$ cat src/rtl/uer_pkg.sv
// Shared types and constants for the ultrasonic echo ranger.
// No dependencies; every other file in rtl/ imports this package.
package uer_pkg;

  // Measurement phase
  typedef enum logic [1:0] {
    PH_IDLE = 2'd0,
    PH_TRIG = 2'd1,
    PH_WAIT = 2'd2,
    PH_MEAS = 2'd3
  } phase_t;

  // Status codes
  localparam logic [1:0] ST_OK      = 2'd0;
  localparam logic [1:0] ST_NO_ECHO = 2'd1;
  localparam logic [1:0] ST_CAPPED  = 2'd2;

  // Unit select codes (the unused code falls back to millimetres)
  localparam logic [1:0] UNIT_MM = 2'd0;
  localparam logic [1:0] UNIT_CM = 2'd1;
  localparam logic [1:0] UNIT_IN = 2'd2;

  // Configuration register indexes
  localparam logic [1:0] CFG_TRIGGER_TICKS = 2'd0;
  localparam logic [1:0] CFG_RISE_TIMEOUT  = 2'd1;
  localparam logic [1:0] CFG_MAX_WIDTH     = 2'd2;
  localparam logic [1:0] CFG_UNIT_MODE     = 2'd3;

  localparam int CFG_IDX_W  = 2;
  localparam int CFG_DATA_W = 16;

  // Register reset values
  localparam logic [7:0]  RST_TRIGGER_TICKS = 8'd10;
  localparam logic [15:0] RST_RISE_TIMEOUT  = 16'd2500;
  localparam logic [15:0] RST_MAX_WIDTH     = 16'd25000;
  localparam logic [1:0]  RST_UNIT_MODE     = UNIT_MM;

  // Field widths
  localparam int WIDTH_W = 16;  // echo width never exceeds the 16-bit cap register
  localparam int DIST_W  = 14;

  // Reciprocal multipliers: floor(x/d) = (x*M) >> S, exact over the input range.
  // Millimetres: x = width*10 (< 2^20), d = 58
  // Centimetres: x = width (< 2^16), d = 58
  // Inches:      x = width (< 2^16), d = 148
  localparam int DIV_X_W = 20;
  localparam int DIV_M_W = 21;
  localparam int DIV_P_W = DIV_X_W + DIV_M_W;
  localparam logic [DIV_M_W-1:0] MM_MUL = 21'd1157050;
  localparam logic [DIV_M_W-1:0] CM_MUL = 21'd72316;
  localparam logic [DIV_M_W-1:0] IN_MUL = 21'd113360;
  localparam int MM_SHIFT = 26;
  localparam int CM_SHIFT = 22;
  localparam int IN_SHIFT = 24;

  // Configuration seen by the phase machine
  typedef struct packed {
    logic [7:0]  trigger_ticks;
    logic [15:0] rise_timeout;
    logic [15:0] max_width;
  } cfg_t;

  // Per-tick result before unit conversion
  typedef struct packed {
    logic               trig;
    logic               done;
    logic [1:0]         status;
    logic [WIDTH_W-1:0] width;
  } raw_res_t;

endpackage

$ cat src/rtl/uer_fsm.sv
// Phase machine and tick counter of the echo ranger: one tick per accepted item.
// Depends on uer_pkg (phase_t, cfg_t, raw_res_t, status codes).
module uer_fsm #(
  parameter int COUNT_WIDTH = 16
) (
  input  logic              clk,
  input  logic              rst_n,
  input  logic              step,
  input  logic              start_req,
  input  logic              echo_level,
  input  uer_pkg::cfg_t     cfg,
  output uer_pkg::raw_res_t res
);
  import uer_pkg::*;

  localparam int LW = (COUNT_WIDTH > WIDTH_W) ? COUNT_WIDTH : WIDTH_W;
  localparam logic [COUNT_WIDTH-1:0] CMAX = {COUNT_WIDTH{1'b1}};
  localparam logic [COUNT_WIDTH-1:0] ONE  = COUNT_WIDTH'(1);
  localparam logic [LW-1:0] CMAX_EXT = LW'(CMAX);

  phase_t                 phase_r, phase_nxt;
  logic [COUNT_WIDTH-1:0] cnt_r, cnt_nxt;
  logic [COUNT_WIDTH-1:0] cnt_inc;
  logic [COUNT_WIDTH-1:0] lim_trig, lim_rise, lim_width;

  // Zero acts as one; clamp to what the counter can reach
  function automatic logic [COUNT_WIDTH-1:0] eff_limit(input logic [15:0] reg_val);
    logic [15:0]   lim16;
    logic [LW-1:0] ext;
    lim16 = (reg_val == 16'd0) ? 16'd1 : reg_val;
    ext   = LW'(lim16);
    if (ext > CMAX_EXT) begin
      ext = CMAX_EXT;
    end
    return ext[COUNT_WIDTH-1:0];
  endfunction

  function automatic logic [WIDTH_W-1:0] to_width(input logic [COUNT_WIDTH-1:0] c);
    logic [LW-1:0] ext;
    ext = LW'(c);
    return ext[WIDTH_W-1:0];
  endfunction

  assign lim_trig  = eff_limit({8'd0, cfg.trigger_ticks});
  assign lim_rise  = eff_limit(cfg.rise_timeout);
  assign lim_width = eff_limit(cfg.max_width);

  // Saturating increment
  assign cnt_inc = (cnt_r == CMAX) ? cnt_r : cnt_r + ONE;

  // Hold state between ticks, advance on each accepted item
  always_ff @(posedge clk) begin
    if (!rst_n) begin
      phase_r <= PH_IDLE;
      cnt_r   <= '0;
    end else if (step) begin
      phase_r <= phase_nxt;
      cnt_r   <= cnt_nxt;
    end
  end

  // Next phase, next count and this tick's raw result
  always_comb begin
    phase_nxt  = phase_r;
    cnt_nxt    = cnt_r;
    res.trig   = 1'b0;
    res.done   = 1'b0;
    res.status = ST_OK;
    res.width  = '0;
    case (phase_r)
      PH_IDLE: begin
        if (start_req) begin
          res.trig = 1'b1;
          if (lim_trig == ONE) begin
            phase_nxt = PH_WAIT;
            cnt_nxt   = '0;
          end else begin
            phase_nxt = PH_TRIG;
            cnt_nxt   = ONE;
          end
        end
      end
      PH_TRIG: begin
        res.trig = 1'b1;
        if (cnt_inc >= lim_trig) begin
          phase_nxt = PH_WAIT;
          cnt_nxt   = '0;
        end else begin
          cnt_nxt = cnt_inc;
        end
      end
      PH_WAIT: begin
        if (echo_level) begin
          if (lim_width == ONE) begin
            res.done   = 1'b1;
            res.status = ST_CAPPED;
            res.width  = to_width(ONE);
            phase_nxt  = PH_IDLE;
            cnt_nxt    = '0;
          end else begin
            phase_nxt = PH_MEAS;
            cnt_nxt   = ONE;
          end
        end else if (cnt_inc >= lim_rise) begin
          // no rise in time: report no echo with zero width
          res.done   = 1'b1;
          res.status = ST_NO_ECHO;
          phase_nxt  = PH_IDLE;
          cnt_nxt    = '0;
        end else begin
          cnt_nxt = cnt_inc;
        end
      end
      PH_MEAS: begin
        if (echo_level) begin
          if (cnt_inc >= lim_width) begin
            res.done   = 1'b1;
            res.status = ST_CAPPED;
            res.width  = to_width(cnt_inc);
            phase_nxt  = PH_IDLE;
            cnt_nxt    = '0;
          end else begin
            cnt_nxt = cnt_inc;
          end
        end else begin
          // echo fell: width is the count so far
          res.done   = 1'b1;
          res.status = ST_OK;
          res.width  = to_width(cnt_r);
          phase_nxt  = PH_IDLE;
          cnt_nxt    = '0;
        end
      end
      default: begin
        phase_nxt = PH_IDLE;
        cnt_nxt   = '0;
      end
    endcase
  end

endmodule

$ cat src/rtl/uer_dist.sv
// Echo width to distance conversion by reciprocal multiplication.
// Depends on uer_pkg (unit codes, multiplier constants, field widths).
module uer_dist (
  input  logic [uer_pkg::WIDTH_W-1:0] width,
  input  logic [1:0]                  unit_mode,
  output logic [uer_pkg::DIST_W-1:0]  distance
);
  import uer_pkg::*;

  logic [DIV_X_W-1:0] x;
  logic [DIV_M_W-1:0] m;
  logic [DIV_P_W-1:0] prod;

  // Pick dividend and reciprocal for the selected unit
  always_comb begin
    case (unit_mode)
      UNIT_CM: begin
        x = DIV_X_W'(width);
        m = CM_MUL;
      end
      UNIT_IN: begin
        x = DIV_X_W'(width);
        m = IN_MUL;
      end
      default: begin
        // millimetres: width*10 as two shifts
        x = (DIV_X_W'(width) << 3) + (DIV_X_W'(width) << 1);
        m = MM_MUL;
      end
    endcase
  end

  assign prod = DIV_P_W'(x) * DIV_P_W'(m);

  // Drop the fraction bits
  always_comb begin
    case (unit_mode)
      UNIT_CM: distance = prod[CM_SHIFT +: DIST_W];
      UNIT_IN: distance = prod[IN_SHIFT +: DIST_W];
      default: distance = prod[MM_SHIFT +: DIST_W];
    endcase
  end

endmodule

$ cat src/rtl/ultrasonic_echo_ranger.sv
// Top level of the ultrasonic echo ranger: config registers, two-stage pipeline.
// Depends on uer_pkg, uer_fsm and uer_dist.
//
// One item is one microsecond tick: start request and sampled echo level in,
// trigger level, done flag, status and distance out, one result item for every
// input item. The block takes an item every clock cycle while in_stall is low;
// in_stall is raised when stage 1 holds an item that a stalled output blocks.
// The result of an item is registered in stage 1 and then in the output
// register before the receiver can take it. The first stage is the phase
// machine, which updates phase and tick counter once per item; the
// second stage converts the echo width with one reciprocal multiply. A start
// raises the trigger for trigger_ticks ticks, then the block waits up to
// rise_timeout low ticks for the echo (status 1, distance 0 on timeout) and
// counts the high time up to max_width (status 2 when capped). Distance is
// floor(width*10/58) mm, floor(width/58) cm or floor(width/148) in by unit_mode.
// Write configuration only while no measurement is running.
module ultrasonic_echo_ranger #(
  parameter int COUNT_WIDTH = 16
) (
  input  logic                          clk,
  input  logic                          rst_n,
  // input channel
  input  logic                          in_valid,
  output logic                          in_stall,
  input  logic                          in_start_req,
  input  logic                          in_echo_level,
  // result channel
  output logic                          out_valid,
  input  logic                          out_stall,
  output logic                          out_trigger_out,
  output logic                          out_done_res,
  output logic [1:0]                    out_status,
  output logic [uer_pkg::DIST_W-1:0]    out_distance,
  // configuration port
  input  logic                          cfg_we,
  input  logic [uer_pkg::CFG_IDX_W-1:0] cfg_index,
  input  logic [uer_pkg::CFG_DATA_W-1:0] cfg_wdata
);
  import uer_pkg::*;

  logic [7:0]  trigger_ticks_r;
  logic [15:0] rise_timeout_r;
  logic [15:0] max_width_r;
  logic [1:0]  unit_mode_r;
  cfg_t        cfg;

  logic        in_acc;
  logic        s1_ready;
  logic        out_adv;
  raw_res_t    fsm_res;
  raw_res_t    s1_res_r;
  logic        s1_valid_r;
  logic [DIST_W-1:0] conv_dist;

  logic        out_valid_r;
  logic        out_trig_r;
  logic        out_done_r;
  logic [1:0]  out_status_r;
  logic [DIST_W-1:0] out_dist_r;

  // Configuration writes
  always_ff @(posedge clk) begin
    if (!rst_n) begin
      trigger_ticks_r <= RST_TRIGGER_TICKS;
      rise_timeout_r  <= RST_RISE_TIMEOUT;
      max_width_r     <= RST_MAX_WIDTH;
      unit_mode_r     <= RST_UNIT_MODE;
    end else if (cfg_we) begin
      case (cfg_index)
        CFG_TRIGGER_TICKS: trigger_ticks_r <= cfg_wdata[7:0];
        CFG_RISE_TIMEOUT:  rise_timeout_r  <= cfg_wdata;
        CFG_MAX_WIDTH:     max_width_r     <= cfg_wdata;
        CFG_UNIT_MODE:     unit_mode_r     <= cfg_wdata[1:0];
        default: ;
      endcase
    end
  end

  assign cfg.trigger_ticks = trigger_ticks_r;
  assign cfg.rise_timeout  = rise_timeout_r;
  assign cfg.max_width     = max_width_r;

  // Handshake: each stage moves when the one after it has room
  assign out_adv  = !out_valid_r || !out_stall;
  assign s1_ready = !s1_valid_r || out_adv;
  assign in_stall = !s1_ready;
  assign in_acc   = in_valid && s1_ready;

  uer_fsm #(
    .COUNT_WIDTH(COUNT_WIDTH)
  ) u_fsm (
    .clk        (clk),
    .rst_n      (rst_n),
    .step       (in_acc),
    .start_req  (in_start_req),
    .echo_level (in_echo_level),
    .cfg        (cfg),
    .res        (fsm_res)
  );

  // Stage 1: raw tick result
  always_ff @(posedge clk) begin
    if (!rst_n) begin
      s1_valid_r <= 1'b0;
    end else if (s1_ready) begin
      s1_valid_r <= in_valid;
    end
  end

  always_ff @(posedge clk) begin
    if (in_acc) begin
      s1_res_r <= fsm_res;
    end
  end

  uer_dist u_dist (
    .width     (s1_res_r.width),
    .unit_mode (unit_mode_r),
    .distance  (conv_dist)
  );

  // Stage 2: output register
  always_ff @(posedge clk) begin
    if (!rst_n) begin
      out_valid_r <= 1'b0;
    end else if (out_adv) begin
      out_valid_r <= s1_valid_r;
    end
  end

  always_ff @(posedge clk) begin
    if (out_adv && s1_valid_r) begin
      out_trig_r   <= s1_res_r.trig;
      out_done_r   <= s1_res_r.done;
      out_status_r <= s1_res_r.status;
      out_dist_r   <= conv_dist;
    end
  end

  assign out_valid       = out_valid_r;
  assign out_trigger_out = out_trig_r;
  assign out_done_res    = out_done_r;
  assign out_status      = out_status_r;
  assign out_distance    = out_dist_r;

  // An accepted item always lands in stage 1
  a_accept_fills_s1: assert property (@(posedge clk) disable iff (!rst_n)
    in_acc |=> s1_valid_r)
    else $error("accepted item did not reach stage 1");

  // A blocked stage 1 keeps its item
  a_s1_holds: assert property (@(posedge clk) disable iff (!rst_n)
    (s1_valid_r && out_valid_r && out_stall) |=> (s1_valid_r && $stable(s1_res_r)))
    else $error("stage 1 item lost under stall");

  // Ticks that finish nothing carry zero status and distance
  a_idle_fields_zero: assert property (@(posedge clk) disable iff (!rst_n)
    (out_valid_r && !out_done_r) |-> (out_status_r == ST_OK && out_dist_r == '0))
    else $error("non-done tick with nonzero status or distance");

  // No echo always reports zero distance
  a_no_echo_zero: assert property (@(posedge clk) disable iff (!rst_n)
    (out_valid_r && out_done_r && out_status_r == ST_NO_ECHO) |-> (out_dist_r == '0))
    else $error("no-echo result with nonzero distance");

endmodule

$ cat config.mk
export PLATFORM = sky130hd
export DESIGN_NAME = ultrasonic_echo_ranger
export DESIGN_NICKNAME = d
export VERILOG_FILES = /design/src/rtl/uer_pkg.sv /design/src/rtl/uer_fsm.sv /design/src/rtl/uer_dist.sv /design/src/rtl/ultrasonic_echo_ranger.sv
export SDC_FILE = /design/constraint.sdc
export NUM_CORES = 1
export LEC_CHECK = 0
export BUFFER_PORTS_ARGS = -buffer_cell sky130_fd_sc_hd__buf_2
export CORE_UTILIZATION = 42
export DETAILED_ROUTE_END_ITERATION = 8
export GPL_TIMING_DRIVEN = 0
export SLEW_MARGIN = 30
export SYNTH_ARGS = -nofsm -noshare
export SYNTH_HDL_FRONTEND = slang
export SYNTH_HIERARCHICAL = 1
export SYNTH_SLANG_ARGS = --single-unit
$ cat constraint.sdc
create_clock -name clk -period 10.36 [get_ports clk]
set_input_delay 0.518 -clock clk [delete_from_list [all_inputs] [get_ports clk]]
set_output_delay 0.518 -clock clk [all_outputs]
set_load 0.05 [all_outputs]
## Word-level counts from Yosys, hierarchy flattened

Cells that the tools add are included.

| storage, ports and cells | value |
|---|---|
| output and inout port bits | 20 |
| logic and storage cells | 97 |
| input bits | 25 |
| register bits | 100 |

| cells by class | value |
|---|---|
| reductions and logical operators | 20 |
| muxes and demuxes | 37 |
| $add $sub $neg | 2 |
| $lt $le $gt $ge | 6 |
| eq/ne operators | 15 |
| multipliers | 1 |

Operators with widths:

| cell | number |
|---|---|
| 16-bit 2-to-1 mux | 13 |
| 16-bit case mux with 4 select lines | 1 |
| 19-bit 2-to-1 mux | 3 |
| 16-bit greater-or-equal comparator | 3 |
| 16-bit greater-than comparator (second input constant) | 3 |
| 21-bit case mux with 2 select lines | 1 |
| 20-bit by 21-bit multiplier with 40-bit output | 1 |
| 19-bit case mux with 2 select lines | 1 |
| 16-bit by 1-bit equality test with 1-bit output (second input constant) | 2 |
| 16-bit logical NOT | 2 |
| 14-bit case mux with 2 select lines | 1 |
| 19-bit by 17-bit adder with 20-bit output | 1 |
| 20-bit 2-to-1 mux | 1 |
| 16-bit by 1-bit adder with 16-bit output (second input constant) | 1 |
| 16-bit equality test (second input constant) | 1 |
| 2-bit 2-to-1 mux | 8 |
| 2-bit equality test (second input constant) | 5 |
| 2-bit AND reduction | 5 |
| 8-bit logical NOT | 1 |
| 8-bit 2-to-1 mux | 1 |
| 2-bit case mux with 4 select lines | 1 |
| 2-bit by 1-bit equality test with 1-bit output (second input constant) | 3 |
| 3-bit 2-to-1 mux | 2 |
| 3-bit by 2-bit inequality test with 1-bit output (second input constant) | 2 |
| 10 further kinds | 18 |

## Logic depth before layout (Yosys ltp)

Gate-level depths: netlist of the first run.

| depth | value |
|---|---|
| depth in word-level cells | 8 |
| gate-level depth with buffers | 32 |
| gate-level depth less buffers | 32 |

## Modules after synthesis

The synthesis of the first run kept the hierarchy.

By module, submodules not included:

| module | seq. area each (µm²) | times used | cells each | area an instance (µm²) |
|---|---|---|---|---|
| uer_dist | 0.0 | 1 | 1,206 | 10,916.7 |
| ultrasonic_echo_ranger | 2,021.9 | 1 | 217 | 2,892.8 |
| uer_fsm | 360.3 | 1 | 345 | 2,588.7 |

## Worst setup path before layout of the first run

Ideal clock, no wire load.

| timing path | value |
|---|---|
| path kind | flip-flop to flip-flop |
| start point | register s1_res_r[3] (netlist bit) |
| end point | register out_dist_r[4] (netlist: out_distance[4]), data pin |
| buffers on the path | 1 |
| arrival time | 8.171 ns |
| stages on the path, launching flop included | 28 |
| period minus slack after synthesis | 8.441 ns |
| required time | 10.090 ns |
| setup time | 0.270 ns |
| slack | 1.919 ns |
| cell sequence | edfxtp_1 -> ha_1 -> a21o_1 -> a21o_1 -> a2111oi_4 -> nor3_1 -> o21a_1 -> o21a_1 -> or3_1 -> buf_2 -> and2_1 -> fa_1 -> fa_1 -> inv_1 -> fa_1 -> fa_1 -> fa_1 -> fa_1 -> fa_1 -> ha_1 -> and4_1 -> o21ai_0 -> or4b_2 -> o22ai_1 -> o22ai_1 -> xnor2_1 -> a221oi_1 -> a21oi_1 |

| between the ends | value |
|---|---|
| longest elaborated chain between the ends | 4 |

RTL lines:

| what | RTL line | text |
|---|---|---|
| start: declaration | ultrasonic_echo_ranger.sv:51 | `raw_res_t s1_res_r;` |
| start signal: assignment | ultrasonic_echo_ranger.sv:112 | `s1_res_r <= fsm_res;` |
| 19-bit by 17-bit adder with 20-bit output | uer_dist.sv:27 | `x = (DIV_X_W'(width) << 3) + (DIV_X_W'(width) << 1);` |
| 20-bit 2-to-1 mux (*) | uer_dist.sv:16 | `case (unit_mode)` |
| 20-bit by 21-bit multiplier with 40-bit output (*) | uer_dist.sv:33 | `assign prod = DIV_P_W'(x) * DIV_P_W'(m);` |
| 14-bit case mux with 2 select lines (*) | uer_dist.sv:37 | `case (unit_mode)` |
| via conv_dist[4] | ultrasonic_echo_ranger.sv:53 | `logic [DIST_W-1:0] conv_dist;` |
| end signal: assignment | ultrasonic_echo_ranger.sv:136 | `out_dist_r <= conv_dist;` |
| end: declaration | ultrasonic_echo_ranger.sv:59 | `logic [DIST_W-1:0] out_dist_r;` |

The timed path passes the listed nets; every way through them passes the cells marked *.
A chain may end at the register's enable or synchronous reset.

## Worst setup path in the final report of the first run

| timing path | value |
|---|---|
| start point | register s1_res_r[3] (netlist bit) |
| end point | register out_dist_r[11] (netlist: out_distance[11]), data pin |

The elaborated chain is that of the path after synthesis.

==> results.txt, run 1 <==
Status = complete, no violations
Layout cell share with drive strength beyond 1 = 0.05716
Num CTS Buffers = 9
Crit path buf inv count = 5
CP max stage delay = 560 ps
Via/cell ratio = 5.285
Io pins = 45
Worst min path class = in -> reg
Critical Path AT = 9930 ps
Initial DRC Count = 734
Overall Global Routing Usage = 0.2321
Post-synth EDFFs = 38
CP max stage cell = fa_1
First-pass GRT wire length = 70410 µm
Unrepaired setup endpoints after global routing = no
Worst slew margin = 0.3483
CTS tree = done
Setup tns final = 0 ps
Slew Viols, Final = 0
Die X = 199.6 µm
PortBufs = 43
Worst-path fanout max = 5
Met2 Resource Use GR = 0.4102
Root Buffer = clkbuf_16
H-tree Lvls = 3
Critical path class = reg -> reg
Crit end category = register
Core Region = 38560 µm²
Slew @ Worst Pin = 973.2 ps
Clock tree buffer depth = 2
Hold path depth = 2
Largest delay share family, worst path = adder cells
Routed wire length per instance = 18.77 µm
Floorplan die height = 199.6 µm
Ant. Diodes = 0
Hold violation count in the final report = 0
Area of the die = 39840 µm²
FF-to-FF Start = s1_res_r[3]
WL final = 44200 µm
Synth cell types = 78
Flops & latches, synth = 100
Setup-failing EPs final = 0
FP Rows = 72
Clock sinks = 100
Clk_lat worst skew = 390 ps
Initial antenna violation count = 0
Post-synth ARST share = 0
Vias in the first global route = 13090
Setup clock skew after layout = 27.19 ps
M1 GR Usage = 0.2969
F_max = 0.1015 GHz
Hold wc startpoint = in_valid
Final nets = 2326
CP Data Required Time = 10430 ps
Global route hottest layer = met2
MaxCap Viol Count = 0
Worst-path clk slew = 100 ps
Ys flop type = dfxtp_1
Initial Utilization = 0.4253
DR vias = 12450
Largest net degree at the start of global routing = 25
Area growth, synth to finish = 7.721%
Hold EP = s1_valid_r
Post-CTS Setup Repair Bufs = 0
Synth Warn # = 6
Reg2reg end = out_distance[11]
GR Overflow Total = 0
Startpoint Class = register
Register-to-Register Path Depth = 30
Clock period minus final worst setup slack = 9855 ps
Syn avg cell area = 9.275 µm²
Crit share post-route = 0.9512
Register area share after synthesis = 0.1453
Antenna viol nets, final = 0
Netlist Area Pre-Place = 16400 µm²
R2R Setup Slk = 510 ps
GR Util met3 = 0.02059
DRC violations left = 0
Final HPWL DP = 37940 µm
Synth Instances = 1768
DR pass1 iterations = 6
Cell mode on critical path = fa_1
Routability Congestion = 0.9394
[flip-flops by register name, indices dropped and copies added, names as in the netlist, 2 cells and up]
register	flops
s1_res_r	20
max_width_r	16
rise_timeout_r	16
u_fsm/cnt_r	16
out_distance	14
trigger_ticks_r	8
out_status	2
u_fsm/phase_r	2
unit_mode_r	2
[per-stage QoR]
step           setup WS [ps]  cell area, µm²  utilization  hold WS, ps  std cells
2_1_floorplan           1919           16430            -        400.3       1776
3_3_place_gp           309.7           17290       0.4485        404.4       2337
3_5_place_dp           250.7           17370       0.4504        405.1       2339
4_1_cts                181.1           17660       0.4580        368.4       2355
5_1_grt                35.02           17660       0.4581        379.8       2355
6_report               505.5           17660       0.4581        376.3       2355
[cells by family after synthesis]
group / Yosys count / synth area share
other: 2 / 0.0004580
buffers and inverters: 425 / 0.09927
XOR/XNOR: 36 / 0.01923
AND/OR/NAND/NOR: 421 / 0.1287
flip-flops: 100 / 0.1453
AO/OA/AOI/OAI: 269 / 0.1145
multiplexers: 45 / 0.02793
adder cells (fa/ha/maj): 470 / 0.4647
[area by class of cell]
class	count	area (µm²)
Timing Repair Buffer	45	262.8
Tap cell	518	648.1
Buffer	61	261.5
Clock buffer	9	225.2
Clock inverter	7	67.56
Sequential cell	100	2382
Inverter	364	1366
Fill cell	3804	20890
Multi-Input combinational cell	1251	12450
[cells in the mapped netlist (all sizes together), types with 6 or more instances]
master / n / share of area
inv: 364 / 0.083
ha: 237 / 0.18
fa: 232 / 0.28
nand2: 145 / 0.033
nor2: 72 / 0.016
dfxtp: 62 / 0.076
a21oi: 60 / 0.018
clkbuf: 43 / 0.0099
mux2i: 39 / 0.024
o21ai: 39 / 0.012
edfxtp: 38 / 0.070
nor2b: 36 / 0.014
a21o: 31 / 0.014
nand3: 31 / 0.0095
xnor2: 20 / 0.011
a22oi: 18 / 0.0085
buf: 18 / 0.0060
nor3: 18 / 0.0055
nand2b: 17 / 0.0065
nand4: 17 / 0.0069
xor2: 16 / 0.0085
a211oi: 15 / 0.0072
a22o: 15 / 0.0080
and3: 15 / 0.0057
nor4: 15 / 0.0057
o211ai: 14 / 0.0064
and2: 10 / 0.0038
or2: 10 / 0.0038
a31oi: 8 / 0.0031
a221oi: 7 / 0.0037
and4: 7 / 0.0037
a211o: 6 / 0.0032
mux2: 6 / 0.0041
nand4b: 6 / 0.0032
o21a: 6 / 0.0027
o21bai: 6 / 0.0027
[metal layers]
layer / part of all wire / routed length (µm)
met5: 0 / 0
met4: 0.030 / 1332
met3: 0.029 / 1280
met2: 0.49 / 21880
met1: 0.45 / 19710
[what timing repair did]
action / 4_1_cts / 5_1_grt
hold buffers: 0 / 0
resized for setup: 0 / 2
endpoints found under the setup margin: 0 / 1
[placed cells by master (no fill, tap or decap), drive strengths merged, types with 6 or more instances in the layout]
cell,n
inv,368
ha,237
fa,232
nand2,145
nor2,72
buf,63
dfxtp,62
a21oi,60
clkbuf,52
mux2i,39
o21ai,39
edfxtp,38
nor2b,36
nand3,31
a21o,31
xnor2,20
nor3,18
a22oi,18
nand2b,17
nand4,17
xor2,16
and3,15
nor4,15
a22o,15
a211oi,15
o211ai,14
and2,10
conb,10
or2,10
a31oi,8
and4,7
a221oi,7
nand4b,6
o21a,6
a211o,6
o21bai,6
mux2,6
[worst max-delay path by stage]
stage	start	to	slack, ps	cells after the start
5_1_grt	s1_res_r[3]	out_distance[11]	40	30
2_1_floorplan	s1_res_r[3]	out_distance[4]	1920	27
3_3_place_gp	s1_res_r[3]	out_distance[13]	310	29
4_1_cts	s1_res_r[3]	out_distance[13]	180	29
6_report	s1_res_r[3]	out_distance[11]	510	30
3_5_place_dp	s1_res_r[3]	out_distance[13]	250	29
Power of run 1 is left out: the tool's default activity adds up to more than one toggle a clock period on the data nets, which glitch-free logic cannot reach.
==> run 2, diff against run 1 <==
--- a/config.mk
+++ b/config.mk
@@ -5,10 +5,12 @@
 export SDC_FILE = /design/constraint.sdc
 export NUM_CORES = 1
 export LEC_CHECK = 0
+export ABC_CLOCK_PERIOD_IN_PS = 10360
 export BUFFER_PORTS_ARGS = -buffer_cell sky130_fd_sc_hd__buf_2
 export CORE_UTILIZATION = 42
 export DETAILED_ROUTE_END_ITERATION = 8
 export GPL_TIMING_DRIVEN = 0
+export REMOVE_ABC_BUFFERS = 1
 export SLEW_MARGIN = 30
 export SYNTH_ARGS = -nofsm -noshare
 export SYNTH_HDL_FRONTEND = slang
==> run 2 against run 1 <==
Critical endpoint is now out_distance[13]. First-iteration DRC count is 24% lower. Core utilization is 0.46 points lower. Non-clock buffer count is 57 lower. Final cell count is 2.4% lower. Critical path type unchanged.
==> results.txt, run 2 (synthesized netlist as in run 1, its figures left out) <==
Worst-path clk slew = 80 ps (was 100 ps)
Clk_lat worst skew = 380 ps (was 390 ps)
Filler cells = 3846 (was 3804)
Routed wire length per instance = 18.05 µm (was 18.77 µm)
Hold_ws = 390.4 ps (was 376.3 ps)
DR vias = 12220 (was 12450)
Crit share post-route = 0.9375 (was 0.9512)
Root Buffer = clkbuf_16 (unchanged)
Io pins = 45 (unchanged)
Crit end category = register (unchanged)
Unrepaired setup endpoints after global routing = no (unchanged)
DR pass1 iterations = 5 (was 6)
WL final = 41480 µm (was 44200 µm)
Clock period minus final worst setup slack = 9713 ps (was 9855 ps)
Max Used Layer = met4 (unchanged)
Core Region = 38560 µm² (unchanged)
Status = complete, no violations (unchanged)
F_max = 0.1030 GHz (was 0.1015 GHz)
Overall Global Routing Usage = 0.2194 (was 0.2321)
Max reg flops = 20 (unchanged)
DRC violations left = 0 (unchanged)
Leading cell type in the layout, fill and taps excluded = inv_1 (unchanged)
First-pass GRT wire length = 66800 µm (was 70410 µm)
Initial Utilization = 0.4253 (unchanged)
Worst slew margin = 0.3621 (was 0.3483)
Area growth, synth to finish = 6.638% (was 7.721%)
Clock sinks = 100 (unchanged)
Worst-path fanout max = 5 (unchanged)
Cell Count, Final, Fillers Out = 2298 (was 2355)
Antenna viol nets, final = 0 (unchanged)
Initial DRC Count = 557 (was 734)
Via/cell ratio = 5.318 (was 5.285)
CTS tree = done (unchanged)
Slew @ Worst Pin = 956.8 ps (was 973.2 ps)
Largest net degree at the start of global routing = 83 (was 25)
Placed Instances = 2282 (was 2339)
Setup-failing EPs final = 0 (unchanged)
FP Rows = 72 (unchanged)
MaxCap Viol Count = 0 (unchanged)
Initial antenna violation count = 0 (unchanged)
Floorplan die height = 199.6 µm (unchanged)
Final HPWL DP = 35150 µm (was 37940 µm)
Final nets = 2269 (was 2326)
Layout cell share with drive strength beyond 1 = 0.05225 (was 0.05716)
Critical path class = reg -> reg (unchanged)
Routed length on met2 = 20270 µm (was 21880 µm)
Post-CTS Setup Repair Bufs = 0 (unchanged)
Top reg by flops = s1_res_r (unchanged)
Die X = 199.6 µm (unchanged)
Slew Viols, Final = 0 (unchanged)
Num CTS Buffers = 9 (unchanged)
Met1 WL = 18290 µm (was 19710 µm)
Vias in the first global route = 12600 (was 13090)
Routability Congestion = 0.9146 (was 0.9394)
Startpoint Class = register (unchanged)
Ant. Diodes = 0 (unchanged)
PortBufs = 44 (was 43)
Area of the die = 39840 µm² (unchanged)
Worst min path class = in -> reg (unchanged)
Most frequent cells in the layout = inv_1, ha_1, fa_1 (unchanged)
Critical Path AT = 9920 ps (was 9930 ps)
H-tree Lvls = 3 (unchanged)
CP Data Required Time = 10570 ps (was 10430 ps)
WL met3 = 1602 µm (was 1280 µm)
Clock tree buffer depth = 2 (unchanged)
Setup clock skew after layout = 23.52 ps (was 27.19 ps)
Hold violation count in the final report = 0 (unchanged)
GR Overflow Total = 0 (unchanged)
## run 2: cell types whose count changed in the layout (fill, tap and decap cells not counted), sizes merged
cell / change
buf: -14
inv: -2
clkinv: -1
clkbuf: -40
## run 2: final cells by class
type	instances	area (µm²)	share of cell area
multi-input combinational	1251	12460	0.7125
sequential	100	2382	0.1362
inverter	364	1366	0.07813
tap	518	648.1	0.03706
timing repair buffer	49	344.1	0.01968
clock buffer	12	257.7	0.01474
clock inverter	4	28.78	0.001646
## run 2: repair_timing
| item | 4_1_cts | 5_1_grt |
|---|---|---|
| hold buffers | 0 | 0 |
| setup endpoints to repair | 0 | 1 |
| gates resized for setup | 0 | 1 |
## run 2: layer usage
metal	global-route usage	vias up
li1	-	5873
met1	0.2769	6016
met2	0.3813	269
met3	0.02920	63
met4	0.07916	0
met5	0	-
## run 2: path summary, 6_finish.rpt
| check | slack [ps] | to | cells past startpoint | start |
|---|---|---|---|---|
| max | 650 | out_distance[13] | 26 | s1_res_r[0] |
| min | 390 | s1_valid_r | 2 | in_valid |
| max reg2reg | 650 | out_distance[13] | 26 | s1_res_r[0] |
| min reg2reg | 430 | out_done_res | 0 | s1_res_r[18] |
## run 2: through the flow
stage	setup WS, ps	area [µm²]	util	setup TNS (ps)
after floorplan	1890	16170	-	0
after global placement	-462.3	17040	0.4418	-3061
after detailed placement	555.3	17200	0.4460	0
after CTS	509.0	17480	0.4534	0
after global routing	108.1	17490	0.4535	0
final	647.3	17490	0.4535	0
## run 2: worst max-delay path, stage by stage (launching register included)
cell,delay (ps)
edfxtp_1,530
ha_1,290
fa_1,420
a211oi_1,390
o21ai_0,320
nand3_1,300
and3_1,180
and2_1,320
inv_1,150
nand2_1,300
nand2_1,200
fa_1,520
fa_1,490
inv_1,60
fa_1,510
fa_1,520
fa_1,530
fa_1,530
fa_1,490
ha_1,380
nand4_1,200
a2111oi_1,610
a211oi_1,330
o21ai_0,330
xor2_1,280
a21oi_1,110
a211oi_1,250
Power of run 2 is left out for the same reason.
==> run 3, diff against run 2 <==
--- a/config.mk
+++ b/config.mk
@@ -7,6 +7,7 @@
 export LEC_CHECK = 0
 export ABC_CLOCK_PERIOD_IN_PS = 10360
 export BUFFER_PORTS_ARGS = -buffer_cell sky130_fd_sc_hd__buf_2
+export CORE_ASPECT_RATIO = 1.75
 export CORE_UTILIZATION = 42
 export DETAILED_ROUTE_END_ITERATION = 8
 export GPL_TIMING_DRIVEN = 0
==> run 3 against run 2 <==
Cell area fell by 0.13%. First-iteration DRC count is 5.6% lower. Sequential cell count stayed put. Clock-buffer cell count fell by 3. Via count up 1.1%. Clock skew down 9.7 ps. Non-clock buffer count decreased by 1. Fmax is 0.86% lower. Critical path type unchanged.
==> results.txt, run 3 (synthesized netlist as in run 1, its figures left out) <==
H-tree Lvls = 3 (unchanged)
Io pins = 45 (unchanged)
Num CTS Buffers = 9 (unchanged)
Max reg flops = 20 (unchanged)
Hold-fix buffers, CTS = 0 (unchanged)
Most frequent cells in the layout = inv_1, ha_1, fa_1 (unchanged)
Worst-path clk slew = 80 ps (about the same)
CP max stage delay = 630 ps (was 610 ps)
GR Overflow Total = 0 (unchanged)
Worst slew margin = 0.3171 (was 0.3621)
Critical Path AT = 9930 ps (was 9920 ps)
Layout cell share with drive strength beyond 1 = 0.05396 (was 0.05225)
Antenna viol nets, final = 0 (unchanged)
Leading cell type in the layout, fill and taps excluded = inv_1 (unchanged)
Cell Count, Final, Fillers Out = 2264 (was 2298)
Finished Cell Area = 17460 µm² (was 17490 µm²)
FP Rows = 95 (was 72)
Core Region = 38390 µm² (was 38560 µm²)
Clock sinks = 100 (unchanged)
Crit end category = register (unchanged)
Setup tns final = 0 ps (unchanged)
Top reg by flops = s1_res_r (unchanged)
Initial DRC Count = 526 (was 557)
Filler cells = 3763 (was 3846)
Routability Congestion = 0.9524 (was 0.9146)
Setup clock skew after layout = 13.78 ps (was 23.52 ps)
Routed wire length per instance = 19.59 µm (was 18.05 µm)
Initial Utilization = 0.4271 (was 0.4253)
CP Data Required Time = 10490 ps (was 10570 ps)
CTS tree = done (unchanged)
Post-route setup slack = 562.8 ps (was 647.3 ps)
Status = complete, no violations (unchanged)
F_max = 0.1021 GHz (was 0.1030 GHz)
Slew @ Worst Pin = 1021 ps (was 956.8 ps)
Critical path class = reg -> reg (unchanged)
Unrepaired setup endpoints after global routing = no (unchanged)
Clk_lat worst skew = 390 ps (was 380 ps)
Floorplan die height = 263.4 µm (was 199.6 µm)
First-pass GRT wire length = 70100 µm (was 66800 µm)
Final HPWL DP = 38310 µm (was 35150 µm)
Setup-failing EPs final = 0 (unchanged)
Placed Instances = 2248 (was 2282)
MaxCap Viol Count = 0 (unchanged)
Largest net degree at the start of global routing = 83 (unchanged)
DR pass1 iterations = 5 (unchanged)
Worst min path class = in -> reg (unchanged)
PortBufs = 44 (unchanged)
Cell mode on critical path = fa_1 (unchanged)
Final nets = 2268 (was 2269)
Worst-path fanout max = 5 (unchanged)
Via/cell ratio = 5.455 (was 5.318)
Clock tree buffer depth = 2 (unchanged)
Root Buffer = clkbuf_16 (unchanged)
Hold violation count in the final report = 0 (unchanged)
DR vias = 12350 (was 12220)
Vias in the first global route = 13320 (was 12600)
DP Area = 17130 µm² (was 17200 µm²)
Ant. Diodes = 0 (unchanged)
Startpoint Class = register (unchanged)
DRC violations left = 0 (unchanged)
Setup WS pre-CTS = 425.9 ps (was 555.3 ps)
Overall Global Routing Usage = 0.2349 (was 0.2194)
CP max stage cell = or4b_2 (was a2111oi_1)
Slew Viols, Final = 0 (unchanged)
Crit share post-route = 0.9457 (was 0.9375)
Area growth, synth to finish = 6.501% (was 6.638%)
Area of the die = 39870 µm² (was 39840 µm²)
WL final = 44350 µm (was 41480 µm)
Clock period minus final worst setup slack = 9797 ps (was 9713 ps)
Die X = 151.4 µm (was 199.6 µm)
Initial antenna violation count = 0 (unchanged)
## run 3: layer usage
metal | routed length, µm | share of wire | up-vias | track usage
met5 | 0 | 0 | - | 0
met4 | 2736 | 0.062 | 0 | 0.1419
met3 | 1129 | 0.025 | 133 | 0.02548
met2 | 25420 | 0.57 | 260 | 0.4633
met1 | 15060 | 0.34 | 6099 | 0.2222
li1 | - | - | 5859 | -
## run 3: repair_timing
item / in CTS / in global routing
resized for setup: 0 / 2
buffers inserted: 0 / 0
endpoints found under the setup margin: 0 / 1
hold endpoints to repair: 0 / 0
## run 3: per-stage QoR
| stage | utilization | hold WS [ps] |
|---|---|---|
| 3_5_place_dp | 0.4462 | 407.4 |
| 2_1_floorplan | - | 400.3 |
| 6_report | 0.4549 | 358.1 |
| 5_1_grt | 0.4549 | 349.2 |
| 3_3_place_gp | 0.4426 | 404.5 |
| 4_1_cts | 0.4546 | 346.1 |
## run 3: worst paths after layout
path / start / end / slack [ps] / cells past startpoint
min: in_valid / s1_valid_r / 360 / 2
max: s1_res_r[0] / out_distance[4] / 560 / 27
max reg2reg: s1_res_r[0] / out_distance[4] / 560 / 27
min reg2reg: s1_res_r[19] / out_trigger_out / 420 / 0
## run 3: cell type report
cell class	count	area [µm²]	share of cell area
inverters	364	1366	0.07823
flip-flops and latches	100	2382	0.1364
clock buffers	9	225.2	0.01290
multi-input cells	1251	12470	0.7141
repair buffers	48	316.6	0.01813
well taps	485	606.8	0.03475
clock inverters	7	96.34	0.005517
## run 3: critical path: cells and delay by family (launching register included)
| kind | cells | cell delay [ps] |
|---|---|---|
| AOI/OAI and AO/OA | 7 | 1780 |
| xor gates and xnor gates | 1 | 200 |
| adders and majority gates | 10 | 4670 |
| buffers and inverters | 2 | 220 |
| DFF | 1 | 490 |
| and+or+nand+nor | 7 | 2210 |
Power of run 3 is left out for the same reason.
